**src/tbpc_pkg.sv**
```systemverilog
// types and constants shared by the three-button press classifier
// standalone package, no dependencies
`default_nettype none

package tbpc_pkg;

  // press state: button*3 + phase + 1, idle is zero
  typedef enum logic [3:0] {
    ST_IDLE      = 4'd0,
    ST_PREV_PEND = 4'd1,
    ST_PREV_HELD = 4'd2,
    ST_PREV_REL  = 4'd3,
    ST_PLAY_PEND = 4'd4,
    ST_PLAY_HELD = 4'd5,
    ST_PLAY_REL  = 4'd6,
    ST_NEXT_PEND = 4'd7,
    ST_NEXT_HELD = 4'd8,
    ST_NEXT_REL  = 4'd9
  } state_e;

  typedef enum logic [1:0] {
    BTN_PREV = 2'd0,
    BTN_PLAY = 2'd1,
    BTN_NEXT = 2'd2
  } btn_e;

  typedef enum logic [1:0] {
    PH_PEND = 2'd0,
    PH_HELD = 2'd1,
    PH_REL  = 2'd2
  } phase_e;

  localparam int unsigned CfgW   = 16;
  localparam int unsigned EventW = 4;

  // configuration register indexes
  localparam logic REG_DEBOUNCE = 1'b0;
  localparam logic REG_LONG     = 1'b1;

  localparam logic [CfgW-1:0] DebounceReset = 16'd1;
  localparam logic [CfgW-1:0] LongReset     = 16'd20;

  // press event codes
  localparam logic [EventW-1:0] EV_NONE      = 4'd0;
  localparam logic [EventW-1:0] EV_PLAY_SHORT = 4'd1;
  localparam logic [EventW-1:0] EV_PLAY_LONG = 4'd2;
  localparam logic [EventW-1:0] EV_NEXT_SHORT = 4'd3;
  localparam logic [EventW-1:0] EV_NEXT_HOLD = 4'd4;
  localparam logic [EventW-1:0] EV_NEXT_LONG = 4'd5;
  localparam logic [EventW-1:0] EV_PREV_SHORT = 4'd6;
  localparam logic [EventW-1:0] EV_PREV_HOLD = 4'd7;
  localparam logic [EventW-1:0] EV_PREV_LONG = 4'd8;

  function automatic state_e st_code(input btn_e btn, input phase_e ph);
    state_e s;
    s = ST_IDLE;
    case (btn)
      BTN_PREV: s = (ph == PH_PEND) ? ST_PREV_PEND : (ph == PH_HELD) ? ST_PREV_HELD : ST_PREV_REL;
      BTN_PLAY: s = (ph == PH_PEND) ? ST_PLAY_PEND : (ph == PH_HELD) ? ST_PLAY_HELD : ST_PLAY_REL;
      BTN_NEXT: s = (ph == PH_PEND) ? ST_NEXT_PEND : (ph == PH_HELD) ? ST_NEXT_HELD : ST_NEXT_REL;
      default:  s = ST_IDLE;
    endcase
    return s;
  endfunction

  function automatic logic [EventW-1:0] ev_short(input btn_e btn);
    logic [EventW-1:0] e;
    case (btn)
      BTN_PREV: e = EV_PREV_SHORT;
      BTN_PLAY: e = EV_PLAY_SHORT;
      BTN_NEXT: e = EV_NEXT_SHORT;
      default:  e = EV_NONE;
    endcase
    return e;
  endfunction

  // play has no hold event
  function automatic logic [EventW-1:0] ev_hold(input btn_e btn);
    logic [EventW-1:0] e;
    case (btn)
      BTN_PREV: e = EV_PREV_HOLD;
      BTN_NEXT: e = EV_NEXT_HOLD;
      default:  e = EV_NONE;
    endcase
    return e;
  endfunction

  function automatic logic [EventW-1:0] ev_long(input btn_e btn);
    logic [EventW-1:0] e;
    case (btn)
      BTN_PREV: e = EV_PREV_LONG;
      BTN_PLAY: e = EV_PLAY_LONG;
      BTN_NEXT: e = EV_NEXT_LONG;
      default:  e = EV_NONE;
    endcase
    return e;
  endfunction

endpackage

`default_nettype wire

```
**src/tbpc_classify.sv**
```systemverilog
// next-state and event logic for one button sample
// depends on tbpc_pkg
`default_nettype none

module tbpc_classify #(
  parameter int unsigned COUNT_WIDTH = 32
) (
  input  var tbpc_pkg::state_e                 state_i,
  input  wire logic                            prev_level_i,
  input  wire logic                            play_level_i,
  input  wire logic                            next_level_i,
  input  wire logic                            tick_i,
  input  wire logic [COUNT_WIDTH-1:0]          cnt_i,
  input  wire logic [COUNT_WIDTH-1:0]          rel_i,
  input  wire logic [tbpc_pkg::CfgW-1:0]       debounce_i,
  input  wire logic [tbpc_pkg::CfgW-1:0]       long_i,
  output tbpc_pkg::state_e                     state_o,
  output logic [COUNT_WIDTH-1:0]               cnt_o,
  output logic                                 rel_load_o,
  output logic [tbpc_pkg::EventW-1:0]          event_o
);

  localparam int unsigned CmpW = (COUNT_WIDTH > tbpc_pkg::CfgW) ? COUNT_WIDTH : tbpc_pkg::CfgW;
  localparam logic [COUNT_WIDTH-1:0] CntMax = '1;

  tbpc_pkg::btn_e   btn;
  tbpc_pkg::phase_e ph;
  logic             code_ok;
  logic             up;
  logic             long_held;
  logic             long_rel;
  logic             rel_done;
  logic [COUNT_WIDTH-1:0] rel_span;
  logic [COUNT_WIDTH-1:0] cnt_base;

  // decode state into button and phase
  always_comb begin
    btn     = tbpc_pkg::BTN_PREV;
    ph      = tbpc_pkg::PH_PEND;
    code_ok = 1'b1;
    case (state_i)
      tbpc_pkg::ST_PREV_PEND: begin btn = tbpc_pkg::BTN_PREV; ph = tbpc_pkg::PH_PEND; end
      tbpc_pkg::ST_PREV_HELD: begin btn = tbpc_pkg::BTN_PREV; ph = tbpc_pkg::PH_HELD; end
      tbpc_pkg::ST_PREV_REL:  begin btn = tbpc_pkg::BTN_PREV; ph = tbpc_pkg::PH_REL;  end
      tbpc_pkg::ST_PLAY_PEND: begin btn = tbpc_pkg::BTN_PLAY; ph = tbpc_pkg::PH_PEND; end
      tbpc_pkg::ST_PLAY_HELD: begin btn = tbpc_pkg::BTN_PLAY; ph = tbpc_pkg::PH_HELD; end
      tbpc_pkg::ST_PLAY_REL:  begin btn = tbpc_pkg::BTN_PLAY; ph = tbpc_pkg::PH_REL;  end
      tbpc_pkg::ST_NEXT_PEND: begin btn = tbpc_pkg::BTN_NEXT; ph = tbpc_pkg::PH_PEND; end
      tbpc_pkg::ST_NEXT_HELD: begin btn = tbpc_pkg::BTN_NEXT; ph = tbpc_pkg::PH_HELD; end
      tbpc_pkg::ST_NEXT_REL:  begin btn = tbpc_pkg::BTN_NEXT; ph = tbpc_pkg::PH_REL;  end
      default: code_ok = 1'b0;
    endcase
  end

  always_comb begin
    case (btn)
      tbpc_pkg::BTN_PREV: up = prev_level_i;
      tbpc_pkg::BTN_PLAY: up = play_level_i;
      tbpc_pkg::BTN_NEXT: up = next_level_i;
      default:            up = 1'b1;
    endcase
  end

  assign rel_span  = cnt_i - rel_i;
  assign long_held = CmpW'(cnt_i) > CmpW'(long_i);
  assign long_rel  = CmpW'(rel_i) > CmpW'(long_i);
  assign rel_done  = CmpW'(rel_span) >= CmpW'(debounce_i);

  always_comb begin
    state_o    = state_i;
    event_o    = tbpc_pkg::EV_NONE;
    rel_load_o = 1'b0;
    cnt_base   = cnt_i;
    if (state_i == tbpc_pkg::ST_IDLE) begin
      // priority prev, play, next; counter restarts
      cnt_base = '0;
      if (!prev_level_i) begin
        state_o = tbpc_pkg::ST_PREV_PEND;
      end else if (!play_level_i) begin
        state_o = tbpc_pkg::ST_PLAY_PEND;
      end else if (!next_level_i) begin
        state_o = tbpc_pkg::ST_NEXT_PEND;
      end
    end else if (!code_ok) begin
      state_o = tbpc_pkg::ST_IDLE;
    end else begin
      case (ph)
        tbpc_pkg::PH_PEND: begin
          if (up) begin
            state_o = tbpc_pkg::ST_IDLE;
          end else if (CmpW'(cnt_i) >= CmpW'(debounce_i)) begin
            state_o = tbpc_pkg::st_code(btn, tbpc_pkg::PH_HELD);
          end
        end
        tbpc_pkg::PH_HELD: begin
          if (up) begin
            state_o    = tbpc_pkg::st_code(btn, tbpc_pkg::PH_REL);
            rel_load_o = 1'b1;
          end
          if (long_held) begin
            event_o = tbpc_pkg::ev_hold(btn);
          end
        end
        default: begin
          if (!up) begin
            // bounce back to pressed
            state_o = tbpc_pkg::st_code(btn, tbpc_pkg::PH_HELD);
            if (long_rel) begin
              event_o = tbpc_pkg::ev_hold(btn);
            end
          end else if (rel_done) begin
            state_o = tbpc_pkg::ST_IDLE;
            event_o = long_rel ? tbpc_pkg::ev_long(btn) : tbpc_pkg::ev_short(btn);
          end else if (long_rel) begin
            event_o = tbpc_pkg::ev_hold(btn);
          end
        end
      endcase
    end
  end

  // tick applies after evaluation, saturating
  assign cnt_o = (tick_i && cnt_base != CntMax) ? cnt_base + 1'b1 : cnt_base;

endmodule

`default_nettype wire

```
**src/three_button_press_classifier_core.sv**
```systemverilog
// top level of the three-button press classifier: input register, classifier, result register
// depends on tbpc_pkg and tbpc_classify
`default_nettype none

// Debounces three active-low buttons (prev, play, next) and reports one press
// event per request. Each request carries the three button levels and a tick
// strobe; the tick advances a saturating counter after the request is judged.
// From idle the first pressed button is picked (prev over play over next), a
// press counts once the counter reaches debounce_ticks, and a release counts
// once debounce_ticks have passed since the release was seen. Releases report
// short or long-release, prev and next also report hold while held beyond
// long_press_ticks. Every request yields exactly one result, 0 meaning no event.
// Throughput is one request per cycle unless the result side stalls; each
// request passes the input register, then the result register. The press state,
// tick counter and release counter update once per request as it moves into
// the result register, which sets that rate. While a finished result
// waits in the output register, one more request is taken into the input
// register; after that the input stalls until the result is taken.
// Configuration: cfg_we_i writes register cfg_idx_i (0 debounce_ticks,
// 1 long_press_ticks) with cfg_data_i; write only while no request is in flight.

module three_button_press_classifier_core #(
  parameter int unsigned COUNT_WIDTH = 32
) (
  input  wire logic                          clk_i,
  input  wire logic                          rst_ni,
  // configuration
  input  wire logic                          cfg_we_i,
  input  wire logic                          cfg_idx_i,
  input  wire logic [tbpc_pkg::CfgW-1:0]     cfg_data_i,
  // request side
  input  wire logic                          in_valid_i,
  output logic                               in_stall_o,
  input  wire logic                          prev_level_i,
  input  wire logic                          play_level_i,
  input  wire logic                          next_level_i,
  input  wire logic                          tick_i,
  // result side
  output logic                               out_valid_o,
  input  wire logic                          out_stall_i,
  output logic [tbpc_pkg::EventW-1:0]        press_event_o
);

  // configuration registers
  logic [tbpc_pkg::CfgW-1:0] debounce_q;
  logic [tbpc_pkg::CfgW-1:0] long_q;

  // input register
  logic in_valid_q;
  logic prev_q, play_q, next_q, tick_q;

  // block state
  tbpc_pkg::state_e       state_q, state_d;
  logic [COUNT_WIDTH-1:0] cnt_q, cnt_d;
  logic [COUNT_WIDTH-1:0] rel_q;
  logic                   rel_load;

  // result register
  logic                          out_valid_q;
  logic [tbpc_pkg::EventW-1:0]   event_q, event_d;

  logic advance;
  logic in_accept;

  // the staged request moves on when the result register is empty or draining
  assign advance    = in_valid_q && (!out_valid_q || !out_stall_i);
  assign in_stall_o = in_valid_q && !advance;
  assign in_accept  = in_valid_i && !in_stall_o;

  always_ff @(posedge clk_i or negedge rst_ni) begin
    if (!rst_ni) begin
      debounce_q <= tbpc_pkg::DebounceReset;
      long_q     <= tbpc_pkg::LongReset;
    end else if (cfg_we_i) begin
      case (cfg_idx_i)
        tbpc_pkg::REG_DEBOUNCE: debounce_q <= cfg_data_i;
        tbpc_pkg::REG_LONG:     long_q     <= cfg_data_i;
        default: ;
      endcase
    end
  end

  always_ff @(posedge clk_i or negedge rst_ni) begin
    if (!rst_ni) begin
      in_valid_q <= 1'b0;
    end else if (in_accept) begin
      in_valid_q <= 1'b1;
    end else if (advance) begin
      in_valid_q <= 1'b0;
    end
  end

  // payload holds while stalled
  always_ff @(posedge clk_i) begin
    if (in_accept) begin
      prev_q <= prev_level_i;
      play_q <= play_level_i;
      next_q <= next_level_i;
      tick_q <= tick_i;
    end
  end

  tbpc_classify #(
    .COUNT_WIDTH (COUNT_WIDTH)
  ) u_classify (
    .state_i      (state_q),
    .prev_level_i (prev_q),
    .play_level_i (play_q),
    .next_level_i (next_q),
    .tick_i       (tick_q),
    .cnt_i        (cnt_q),
    .rel_i        (rel_q),
    .debounce_i   (debounce_q),
    .long_i       (long_q),
    .state_o      (state_d),
    .cnt_o        (cnt_d),
    .rel_load_o   (rel_load),
    .event_o      (event_d)
  );

  // state commits once per request, as it enters the result register
  always_ff @(posedge clk_i or negedge rst_ni) begin
    if (!rst_ni) begin
      state_q <= tbpc_pkg::ST_IDLE;
      cnt_q   <= '0;
      rel_q   <= '0;
    end else if (advance) begin
      state_q <= state_d;
      cnt_q   <= cnt_d;
      if (rel_load) begin
        rel_q <= cnt_q;  // count before this tick
      end
    end
  end

  always_ff @(posedge clk_i or negedge rst_ni) begin
    if (!rst_ni) begin
      out_valid_q <= 1'b0;
    end else if (advance) begin
      out_valid_q <= 1'b1;
    end else if (!out_stall_i) begin
      out_valid_q <= 1'b0;
    end
  end

  always_ff @(posedge clk_i) begin
    if (advance) begin
      event_q <= event_d;
    end
  end

  assign out_valid_o   = out_valid_q;
  assign press_event_o = event_q;

  // leaving idle restarts the counter: at most the one tick of that request
  assert property (@(posedge clk_i) disable iff (!rst_ni)
    advance && state_q == tbpc_pkg::ST_IDLE |=> cnt_q <= COUNT_WIDTH'(1))
    else $error("counter not restarted on leaving idle");

  // a request judged in idle never reports an event
  assert property (@(posedge clk_i) disable iff (!rst_ni)
    advance && state_q == tbpc_pkg::ST_IDLE |=> out_valid_q && event_q == tbpc_pkg::EV_NONE)
    else $error("event reported from idle");

  // state and counters move only with a request
  assert property (@(posedge clk_i) disable iff (!rst_ni)
    !advance |=> $stable(state_q) && $stable(cnt_q) && $stable(rel_q))
    else $error("state changed without a request");

  // a staged request held back by the result side stays staged
  assert property (@(posedge clk_i) disable iff (!rst_ni)
    in_valid_q && !advance |=> in_valid_q && $stable(tick_q) && $stable(prev_q))
    else $error("staged request lost under stall");

endmodule

`default_nettype wire
```
**config.mk**
```make
export PLATFORM = sky130hd
export DESIGN_NAME = three_button_press_classifier_core
export DESIGN_NICKNAME = d
export VERILOG_FILES = /design/src/tbpc_pkg.sv /design/src/tbpc_classify.sv /design/src/three_button_press_classifier_core.sv
export SDC_FILE = /design/constraint.sdc
export NUM_CORES = 1
export LEC_CHECK = 0
export ABC_AREA = 1
export BUFFER_PORTS_ARGS = -buffer_cell sky130_fd_sc_hd__buf_4
export CAP_MARGIN = 20
export CORE_ASPECT_RATIO = 1.1
export CORE_MARGIN = 4
export CORE_UTILIZATION = 55
export CTS_CLUSTER_SIZE = 40
export DETAILED_ROUTE_END_ITERATION = 8
export GPL_TIMING_DRIVEN = 0
export PLACE_DENSITY = 0.74
export SLEW_MARGIN = 20
export SYNTH_ARGS = -nofsm -noshare
export SYNTH_HDL_FRONTEND = slang
export SYNTH_SLANG_ARGS = --single-unit
```
**constraint.sdc**
```tcl
create_clock -name clk_i -period 3.45 [get_ports clk_i]
set_input_delay 0.345 -clock clk_i [delete_from_list [all_inputs] [get_ports clk_i]]
set_output_delay 0.345 -clock clk_i [all_outputs]
set_load 0.01 [all_outputs]
```
Word level (Yosys, flattened, before mapping)
Cells that the tools add are included.
{"block": "op_classes", "n_eq_ne": 18, "n_reduce_logical": 23, "n_bitwise": 2, "add_sub_neg": 2, "n_lt_le_gt_ge": 4, "mux": 36}
{"cell": "32-bit by 16-bit >= comparator with 1-bit output", "count": 2}
{"cell": "32-bit by 16-bit > comparator with 1-bit output", "count": 2}
{"cell": "32-bit two-way mux", "count": 2}
{"cell": "4-bit two-way mux", "count": 14}
{"cell": "4-bit case mux with 3 select lines", "count": 3}
{"cell": "32-bit by 1-bit adder with 32-bit output (second input constant)", "count": 1}
{"cell": "32-bit != test (second input constant)", "count": 1}
{"cell": "32-bit subtractor", "count": 1}
{"cell": "4-bit by 3-bit equality test with 1-bit output (second input constant)", "count": 4}
{"cell": "4-bit case mux with 2 select lines", "count": 2}
{"cell": "3-bit OR reduction", "count": 4}
{"cell": "1-bit two-way mux", "count": 9}
{"cell": "3-bit case mux with 3 select lines", "count": 1}
{"cell": "9-bit OR reduction", "count": 1}
{"cell": "4-bit by 2-bit equality test with 1-bit output (second input constant)", "count": 2}
{"cell": "4-bit equality test (second input constant)", "count": 2}
{"cell": "4-bit != test (second input constant)", "count": 2}
{"cell": "2-bit case mux with 2 select lines", "count": 2}
{"cell": "6-bit != test (second input constant)", "count": 1}
{"cell": "3-bit case mux with 2 select lines", "count": 1}
{"cell": "2-bit AND reduction", "count": 3}
{"cell": "5-bit != test (second input constant)", "count": 1}
{"cell": "5-bit AND reduction", "count": 1}
{"cell": "2-bit by 1-bit equality test with 1-bit output (second input constant)", "count": 2}
{"cell": "other kinds (13)", "count": 21}
{"block": "word_totals", "word_cells": 97, "register_bits": 110, "out_inout_bits": 6}

Logic depth before layout (Yosys ltp)
Gate-level depths: netlist of the first run.
{"block": "logic_depth", "depth_word": 10, "depth_mapped": 27, "depth_no_buf": 27}

By module
A second synthesis of the first run with hierarchy kept.
{"block": "hier_totals", "hier_cells": 1553, "hier_area_um2": 10119.7}
{"mod": "tbpc_classify", "n_inst": 1, "cells_each": 1120, "area_per_inst_um2": 5885.6, "seq_area_each_um2": 0.0}
{"mod": "three_button_press_classifier_core", "n_inst": 1, "cells_each": 433, "area_per_inst_um2": 4234.1, "seq_area_each_um2": 2796.4}

Worst setup path after synthesis of the first run
Ideal clock, no wire load.
{"block": "synth_timing", "path_type": "register to register", "from": "register cnt_q[0]", "to": "register event_q, in the netlist press_event_o[2] (data pin)", "required_time_ns": 3.197, "setup_slack_ns": 0.382, "path_stages_with_launch": 25, "n_path_buf": 0, "synth_period_minus_slack_ns": 3.068, "arrival_ns": 2.815, "cell_sequence": "dfrtp_1 -> inv_1 -> ha_1 -> fa_1 -> inv_1 -> nand2_1 -> nand3_1 -> nand2_1 -> nand2_1 -> xor2_1 -> ha_1 -> nand2_1 -> nor2_1 -> a211oi_1 -> nand2_1 -> nor2_1 -> nand2_1 -> nor2_1 -> nand2_1 -> nor2_1 -> nand2_1 -> nand2_1 -> nand2_1 -> nand3_1 -> nand2_1"}
{"block": "synth_between", "elab_chain_len": 5, "elab_cells_between_ends": 7}
{"element": "start: declaration", "line_no": "three_button_press_classifier_core.sv:54", "rtl": "logic [COUNT_WIDTH-1:0] cnt_q, cnt_d;"}
{"element": "start signal: assignment", "line_no": "three_button_press_classifier_core.sv:129", "rtl": "cnt_q <= cnt_d;"}
{"element": "32-bit subtractor", "line_no": "tbpc_classify.sv:64", "rtl": "assign rel_span = cnt_i - rel_i;"}
{"element": "32-bit by 16-bit >= comparator with 1-bit output", "line_no": "tbpc_classify.sv:67", "rtl": "assign rel_done = CmpW'(rel_span) >= CmpW'(debounce_i);"}
{"element": "4-bit two-way mux", "line_no": "tbpc_classify.sv:111", "rtl": "end else if (rel_done) begin"}
{"element": "4-bit two-way mux", "line_no": "tbpc_classify.sv:105", "rtl": "if (!up) begin"}
{"element": "4-bit case mux with 2 select lines *", "line_no": "tbpc_classify.sv:87", "rtl": "case (ph)"}
{"element": "end signal: assignment", "line_no": "three_button_press_classifier_core.sv:148", "rtl": "event_q <= event_d;"}
{"element": "end: declaration", "line_no": "three_button_press_classifier_core.sv:60", "rtl": "logic [tbpc_pkg::EventW-1:0] event_q, event_d;"}
Mark *: on every way between the ends. The rest lies on a longest branch, timed or not.
A chain may end at the register's enable or synchronous reset.

Final worst setup path of the first run
{"block": "layout_timing", "from": "register rel_q[6]", "to": "register state_q[1]"}
{"block": "layout_between", "elab_chain_len": 4}
{"element": "start: declaration", "line_no": "three_button_press_classifier_core.sv:55", "rtl": "logic [COUNT_WIDTH-1:0] rel_q;"}
{"element": "start signal: assignment", "line_no": "three_button_press_classifier_core.sv:131", "rtl": "rel_q <= cnt_q;"}
{"element": "32-bit subtractor", "line_no": "tbpc_classify.sv:64"}
{"element": "32-bit by 16-bit >= comparator with 1-bit output", "line_no": "tbpc_classify.sv:67"}
{"element": "6-bit != test (no line)"}
{"element": "5-bit AND reduction (no line)"}
{"element": "end signal: assignment", "line_no": "three_button_press_classifier_core.sv:124", "rtl": "state_q <= tbpc_pkg::ST_IDLE;"}
{"element": "end signal: assignment", "line_no": "three_button_press_classifier_core.sv:128", "rtl": "state_q <= state_d;"}
{"element": "end: declaration", "line_no": "three_button_press_classifier_core.sv:53", "rtl": "tbpc_pkg::state_e state_q, state_d;"}
No other way between the ends.

==> results of run 1 <==
==> through the flow <==
stage                     setup slack, ps  util, %  hold WS (ps)  setup TNS [ps]  instances
final                                27.7     65.3          87.9               0       1850
after global routing                 -167     65.3           156           -1020       1850
after CTS                         0.00888     63.6           137               0       1833
after detailed placement             -501     59.1           472           -3690       1786
after global placement               -432     59.1           467           -2930       1786
after floorplan                       382        -          49.4               0       1517
==> power groups by stage <==
stage	registers (mW)	logic, mW	clock network [mW]
final	1.71	6.16	1.04
after global routing	1.74	6.88	1.11
after CTS	1.71	5.61	1.05
after detailed placement	1.75	5.10	0
after global placement	1.74	4.99	0
after floorplan	1.68	3.87	0
==> layer usage <==
layer | wire, um | vias to the layer above
li1 | - | 4943
met1 | 13000 | 4616
met2 | 14200 | 375
met3 | 2230 | 79
met4 | 1080 | 0
met5 | 0 | -
==> how the worst max path moves through the flow <==
stage                   start               end  cells after the start
finish               rel_q[6]        state_q[1]                     22
global route        rel_q[12]        state_q[2]                     25
CTS                  cnt_q[2]        state_q[3]                     23
detailed placement   cnt_q[1]  press_event_o[2]                     23
global placement     cnt_q[1]  press_event_o[2]                     23
floorplan            cnt_q[0]  press_event_o[2]                     24
==> worst register-to-register path, cell delays in order, from the launching register on <==
cell and delay (ps):
dfrtp_1 420, inv_2 110, ha_4 220, nand2_1 70, nand2_2 80, nand2_1 90
nand2_2 80, inv_1 60, nand3_1 200, xor2_1 220, ha_1 310, a21oi_1 180
o31a_1 160, nand2_1 80, nand2_1 90, nand2_2 80, nor2_2 100, nand2_2 70
nor2_4 160, nand4_1 260, nand2_2 200, nand2_1 70, nand2_1 70
==> layout make-up <==
class	count	share of cell area, %
inverter	279	9.13
sequential	110	24.3
timing repair buffer	80	5.28
buffer	22	1.06
clock inverter	6	0.475
tap	238	2.57
multi-input combinational	1105	55.1
clock buffer	10	2.06
==> flip-flops by register name, indices dropped and copies added (netlist names) <==
register       count
cnt_q             32
debounce_q        16
in_valid_q         1
long_q            16
next_q             1
out_valid_o        1
play_q             1
press_event_o      4
prev_q             1
rel_q             32
state_q            4
tick_q             1
==> what timing repair did <==
| action | 4_1_cts | 5_1_grt |
|---|---|---|
| buffers inserted | 31 | 18 |
| resized for setup | 62 | 60 |
| pin swaps | 20 | 43 |
| endpoints found under the setup margin | 8 | 57 |
==> kinds of logic after synthesis <==
group	count (synthesis)	synth area share, %
xor+xnor	46	4.05
flops	110	28.1
simple gates	780	33.7
fa+ha+maj	104	13.1
buf+inv	302	11.8
compound gates	175	9.22
==> cell usage in the layout (no fill, tap or decap), drive strengths merged, types with 2 or more instances in the layout <==
cell | netlist | routed
nor3 | 29 | 29
and2 | 4 | 4
dfrtp | 99 | 99
nor3b | 2 | 2
o211ai | 2 | 2
nand3 | 70 | 70
clkinv | 1 | 3
and3 | 3 | 3
nor4 | 6 | 6
dfstp | 3 | 3
xnor2 | 14 | 14
nor2 | 133 | 133
o21ai | 108 | 108
nand3b | 4 | 4
or2 | 2 | 2
buf | 10 | 89
nand4 | 24 | 24
clkbuf | 13 | 23
ha | 103 | 103
a21oi | 54 | 54
o21bai | 3 | 3
nand2 | 503 | 503
edfxtp | 8 | 8
xor2 | 32 | 32
o22ai | 2 | 2
inv | 278 | 281
==> reports/qor.yml, run 1 <==
outcome:
  status: "complete, no violations"
synthesis:
  yosysWarningCount: 0
  synth_edf_count: 8
  syn_inst: 1517
  netlist_area_um2: 9960
  synthTopCellsByCount: "494 x nand2_1, 273 x inv_1, 119 x nor2_1"
  async_flop_share_pct: 92.7
  synth.distinct_cells: 50
  synthesis.nets: 1647
  synthTopCellsByArea: "dfrtp_1 25%, nand2_1 19%, ha_1 13%, inv_1 10%, o21ai_0 4.7%"
  ys_ff_latch: 110
  yosysMostFrequentCell: "nand2_1"
  synth_ff_type: "dfrtp_1"
  yosys.area.top_type: "dfrtp_1"
  yosysSeqAreaShare_pct: 28.1
  synth_top_cell_area_share_pct: 24.9
  syn_avg_cell_area_um2: 6.56
timing:
  fin_skew_ps: 9.46
  final-setup-viol-count: 0
  relSlewSlack_pct: 34.7
  worst_pin_slew_ps: 970
  fin_crit_ps: 3420
  rsz0062_at_grt: "yes"
  fmax_mhz: 292
  fin_crit_sh_pct: 99.2
  finalHoldViolations: 0
  slew_violations: 0
pwr:
  p_clk_share_pct: 11.7
  fin_total_pwr_mw: 8.92
  seqPwrFrac_pct: 19.2
  intPower_mw: 4.38
  ir_drop_uv: 426
  cellLeakagePower_nw: 5.98
  switching_share_pct: 50.9
  powerDensity_nw_per_um2: 770
  p_comb_share_pct: 69.1
  p_switching_mw: 4.54
routing:
  first_iter_violations: 933
  final_antenna_net_count: 0
  finalWirelength_um: 30500
  vias_per_cell: 5.41
  via_count: 10000
  wl_per_cell_um: 16.5
  drc: 0
  dr.pass1.iters: 6
global_route:
  grt-busiest-layer: "met2"
  met2_usage_pct: 49.9
  grt.total_usage_pct: 30.3
  grt_util_met1_pct: 40.3
  grt_max_degree: 103
  grt_use_met3_pct: 5.06
  antenna_found_initial: 0
  grt_pass1_wl_um: 48200
  overflow: 0
  grt_pass1_vias: 9536
cts:
  cts_buffers: 9
  h-tree-depth: 3
  insertion_delay_ps: 360
  cts_tree: "done"
  root_buffer: "clkbuf_16"
  cts_hold_buf: 0
  path_clk_slew_ps: 80
  cts_sinks: 110
  cts_buffer_depth: 2
placed_design:
  gp_congestion: 0.985
  placed_area_um2: 10500
  dp_hpwl_um: 22900
  io_buffers: 31
die:
  num_rows: 51
  io_pins: 32
  start_util_pct: 56.1
  core_um2: 17700
  die_h_um: 149
  fp.dieW_um: 136
  dieArea_um2: 20300
setup_path:
  crit_path_end_kind: "flip-flop"
  r2r_cells: 22
  worst_path_max_delay_cell: "dfrtp_1"
  r2r-end: "state_q[1]"
  rr_startpoint: "rel_q[6]"
  path_delay_family: "simple AND/OR/NAND/NOR gates"
  rrSetupSlack_ps: 30
  arrival_ps: 3720
  cp.required_ps: 3750
  crit_type: "reg -> reg"
  crit_chain: "inv_2, ha_4, nand2_1, nand2_2, nand2_1, nand2_2, inv_1, nand3_1, xor2_1, ha_1, a21oi_1, o31a_1, nand2_1, nand2_1, nand2_2, nor2_2, nand2_2, nor2_4, nand4_1, nand2_2, nand2_1, nand2_1"
  critPathMaxStageDelay_ps: 420
  cp_num_buf_inv: 2
  cpMostUsedCell: "nand2_1"
  worst-path-max-fanout: 5
  start_kind: "flip-flop"
layout:
  finalInstanceArea_um2: 11600
  finalNetCount: 1737
  drive_above_1_share_pct: 15.7
  seq_area_um2: 2820
  fillers: 1664
  multiInputGateArea_um2: 6380
  antenna_cells: 0
  area_delta_synth_final_pct: 16.3
run:
  maxCapViolCount: 0
min_path:
  hp-class: "in -> async"
Note: power is estimated with default switching activity, not from simulation.
==> run 2, diff against run 1 <==
==> constraint.sdc (replaced) <==
create_clock -name clk_i -period 3.22 [get_ports clk_i]
set_input_delay 0.322 -clock clk_i [delete_from_list [all_inputs] [get_ports clk_i]]
set_output_delay 0.322 -clock clk_i [all_outputs]
set_load 0.01 [all_outputs]
==> run 2 against run 1 <==
  * The flow now finishes with violations (setup timing)
  * Core utilization is 0.78 points higher
  * Count of clock-buffer cells in the layout stayed put
  * Combinational power is 12% higher
  * Critical endpoint unchanged
  * Largest cell class unchanged
  * Highest routed layer unchanged
==> reports/qor.yml, run 2 (synthesized netlist as in run 1, its figures left out) <==
timing:
  fin_skew_ps: 10.6  # +1.11 ps
  worst_pin_slew_ps: 927  # -43.4 ps
  fin_ws_ps: -212  # -239 ps
  rsz0062_at_grt: "yes"
  hold-worst-slack_ps: 66.3  # -21.6 ps
  final-setup-viol-count: 8  # +8
  fmax_mhz: 291  # -0.28%
  fin_crit_sh_pct: 107  # +7.4 points
  finalHoldViolations: 0  # unchanged
  relSlewSlack_pct: 37.6  # +2.9 points
  fin_crit_ps: 3430  # +9.50 ps
  slew_violations: 0  # unchanged
pwr:
  fin_total_pwr_mw: 9.86  # +11%
  powerDensity_nw_per_um2: 842  # +9.3%
  ir_drop_uv: 485  # +14%
  cellLeakagePower_nw: 6.04  # +1.1%
routing:
  drc: 0  # unchanged
  vias_per_cell: 5.44  # +0.50%
  final_antenna_net_count: 0  # unchanged
  via_count: 10100  # +1.0%
  finalWirelength_um: 30700  # +0.49%
  first_iter_violations: 975  # +4.5%
  dr.pass1.iters: 6  # unchanged
  wl_per_cell_um: 16.5  # about the same
layout:
  drive_above_1_share_pct: 17.1  # +1.4 points
  mostFrequentLayoutCells: "458 x nand2_1, 257 x inv_1, 108 x nor2_1, 93 x o21ai_0, 88 x buf_4"
  finalNetCount: 1747  # +0.58%
  mostFrequentLayoutCell: "nand2_1"
  fillers: 1645  # -1.1%
  multiInputGateArea_um2: 6440  # +0.92%
  reg_top3: "cnt_q: 32 flops, rel_q: 32 flops"
  seq_area_um2: 2820  # unchanged
  antenna_cells: 0  # unchanged
  area_delta_synth_final_pct: 17.7
setup_path:
  crit_type: "reg -> reg"
  cpMostUsedCell: "nand2_1"
  crit_chain: "ha_4, nand2_4, nor2_2, buf_4, nand3_1, nand3_1, xor2_1, ha_1, a21oi_1, o31a_1, nand2_1, nand2_1, nand2_2, nor2_2, nand2_2, nor2_4, nand4_1, nand2_2, nand2_1, nand2_1"
  critPathMaxStageDelay_ps: 470  # +50 ps
  arrival_ps: 3730  # about the same
  cp_num_buf_inv: 1  # -1
  worst_path_max_delay_cell: "dfrtp_2"
  cp.required_ps: 3520  # -230 ps
  worst-path-max-fanout: 5  # unchanged
  start_kind: "flip-flop"
  crit_path_end_kind: "flip-flop"
  path_delay_family: "simple AND/OR/NAND/NOR gates"
cts:
  cts_buffers: 9  # unchanged
  cts_tree: "done"
  root_buffer: "clkbuf_16"
  insertion_delay_ps: 360  # about the same
  cts_hold_buf: 0  # unchanged
  path_clk_slew_ps: 80  # about the same
  h-tree-depth: 3  # unchanged
  cts_buffer_depth: 2  # unchanged
  cts_sinks: 110  # unchanged
global_route:
  grt.total_usage_pct: 30.6  # +0.25 points
  grt_max_degree: 103  # unchanged
  antenna_found_initial: 0  # unchanged
  overflow: 0  # unchanged
  grt_pass1_vias: 9571  # +0.37%
  grt_pass1_wl_um: 48500  # +0.73%
die:
  start_util_pct: 56.1  # unchanged
  io_pins: 32  # unchanged
  dieArea_um2: 20300  # unchanged
  fp.dieW_um: 136  # unchanged
  die_h_um: 149  # unchanged
  core_um2: 17700  # unchanged
  num_rows: 51  # unchanged
placed_design:
  dp_hpwl_um: 22900  # unchanged
  io_buffers: 31  # unchanged
  gp_congestion: 0.985  # unchanged
outcome:
  status: "finished, violations left"
  violations: "setup timing"
min_path:
  hp-class: "in -> async"
run:
  maxCapViolCount: 0  # unchanged
==> run 2: path summary, 6_finish.rpt <==
kind                                    from    endpoint  slack, ps  cells after the start
max in group asynchronous             rst_ni  state_q[0]       2460                      1
worst min register to register     rel_q[18]   rel_q[18]        480                      2
worst min-delay path                  rst_ni  long_q[11]         70                      1
worst max register to register      cnt_q[8]  state_q[1]       -210                     20
min in group clk_i              play_level_i      play_q        130                      1
worst max-delay path                cnt_q[8]  state_q[1]       -210                     20
==> run 2: where the power goes <==
group          leakage (nW)  switching [mW]  internal, mW  total, mW
Combinational          4.50            4.23          2.69       6.92
Sequential             1.40           0.194          1.64       1.83
Clock                 0.143           0.550         0.561       1.11
Total                  6.04            4.98          4.89       9.86
==> run 2: stage by stage <==
step           setup TNS, ps  instance area [um^2]  std cells  setup WS (ps)  util [%]
6_report               -1380                 11700       1860           -212      66.1
5_1_grt                -2870                 11700       1860           -405      66.1
4_1_cts                -1370                 11400       1844           -200      64.3
3_5_place_dp          -10160                 10500       1786           -731      59.1
3_3_place_gp           -6370                 10500       1786           -662      59.1
2_1_floorplan              0                  9960       1517            152         -
==> run 2: final cells by class <==
class,count,share of cell area [%]
clock buffer,10,2.04
sequential,110,24.0
clock inverter,6,0.470
inverter,279,9.02
buffer,22,1.08
multi-input combinational,1105,54.9
timing repair buffer,90,5.86
tap,238,2.54
==> run 2: layer usage <==
| layer | track usage (%) | vias to the layer above | wire length [um] |
|---|---|---|---|
| li1 | - | 4963 | - |
| met1 | 41.0 | 4691 | 12900 |
| met2 | 50.0 | 381 | 14200 |
| met3 | 4.79 | 82 | 2370 |
| met4 | 11.6 | 0 | 1220 |
| met5 | 0 | - | 0 |
==> run 2: worst reg2reg max path, stage by stage, from the launching register on <==
cell	delay, ps
dfrtp_2	470
ha_4	330
nand2_4	70
nor2_2	130
buf_4	130
nand3_1	70
nand3_1	210
xor2_1	200
ha_1	270
a21oi_1	180
o31a_1	160
nand2_1	70
nand2_1	80
nand2_2	80
nor2_2	100
nand2_2	70
nor2_4	150
nand4_1	260
nand2_2	210
nand2_1	70
nand2_1	70
==> run 2: repair_timing <==
action                                  in CTS  in global routing
gates resized for setup                     75                 66
endpoints found under the setup margin      60                 57
pin swaps                                   30                 41
buffers inserted                            42                 17
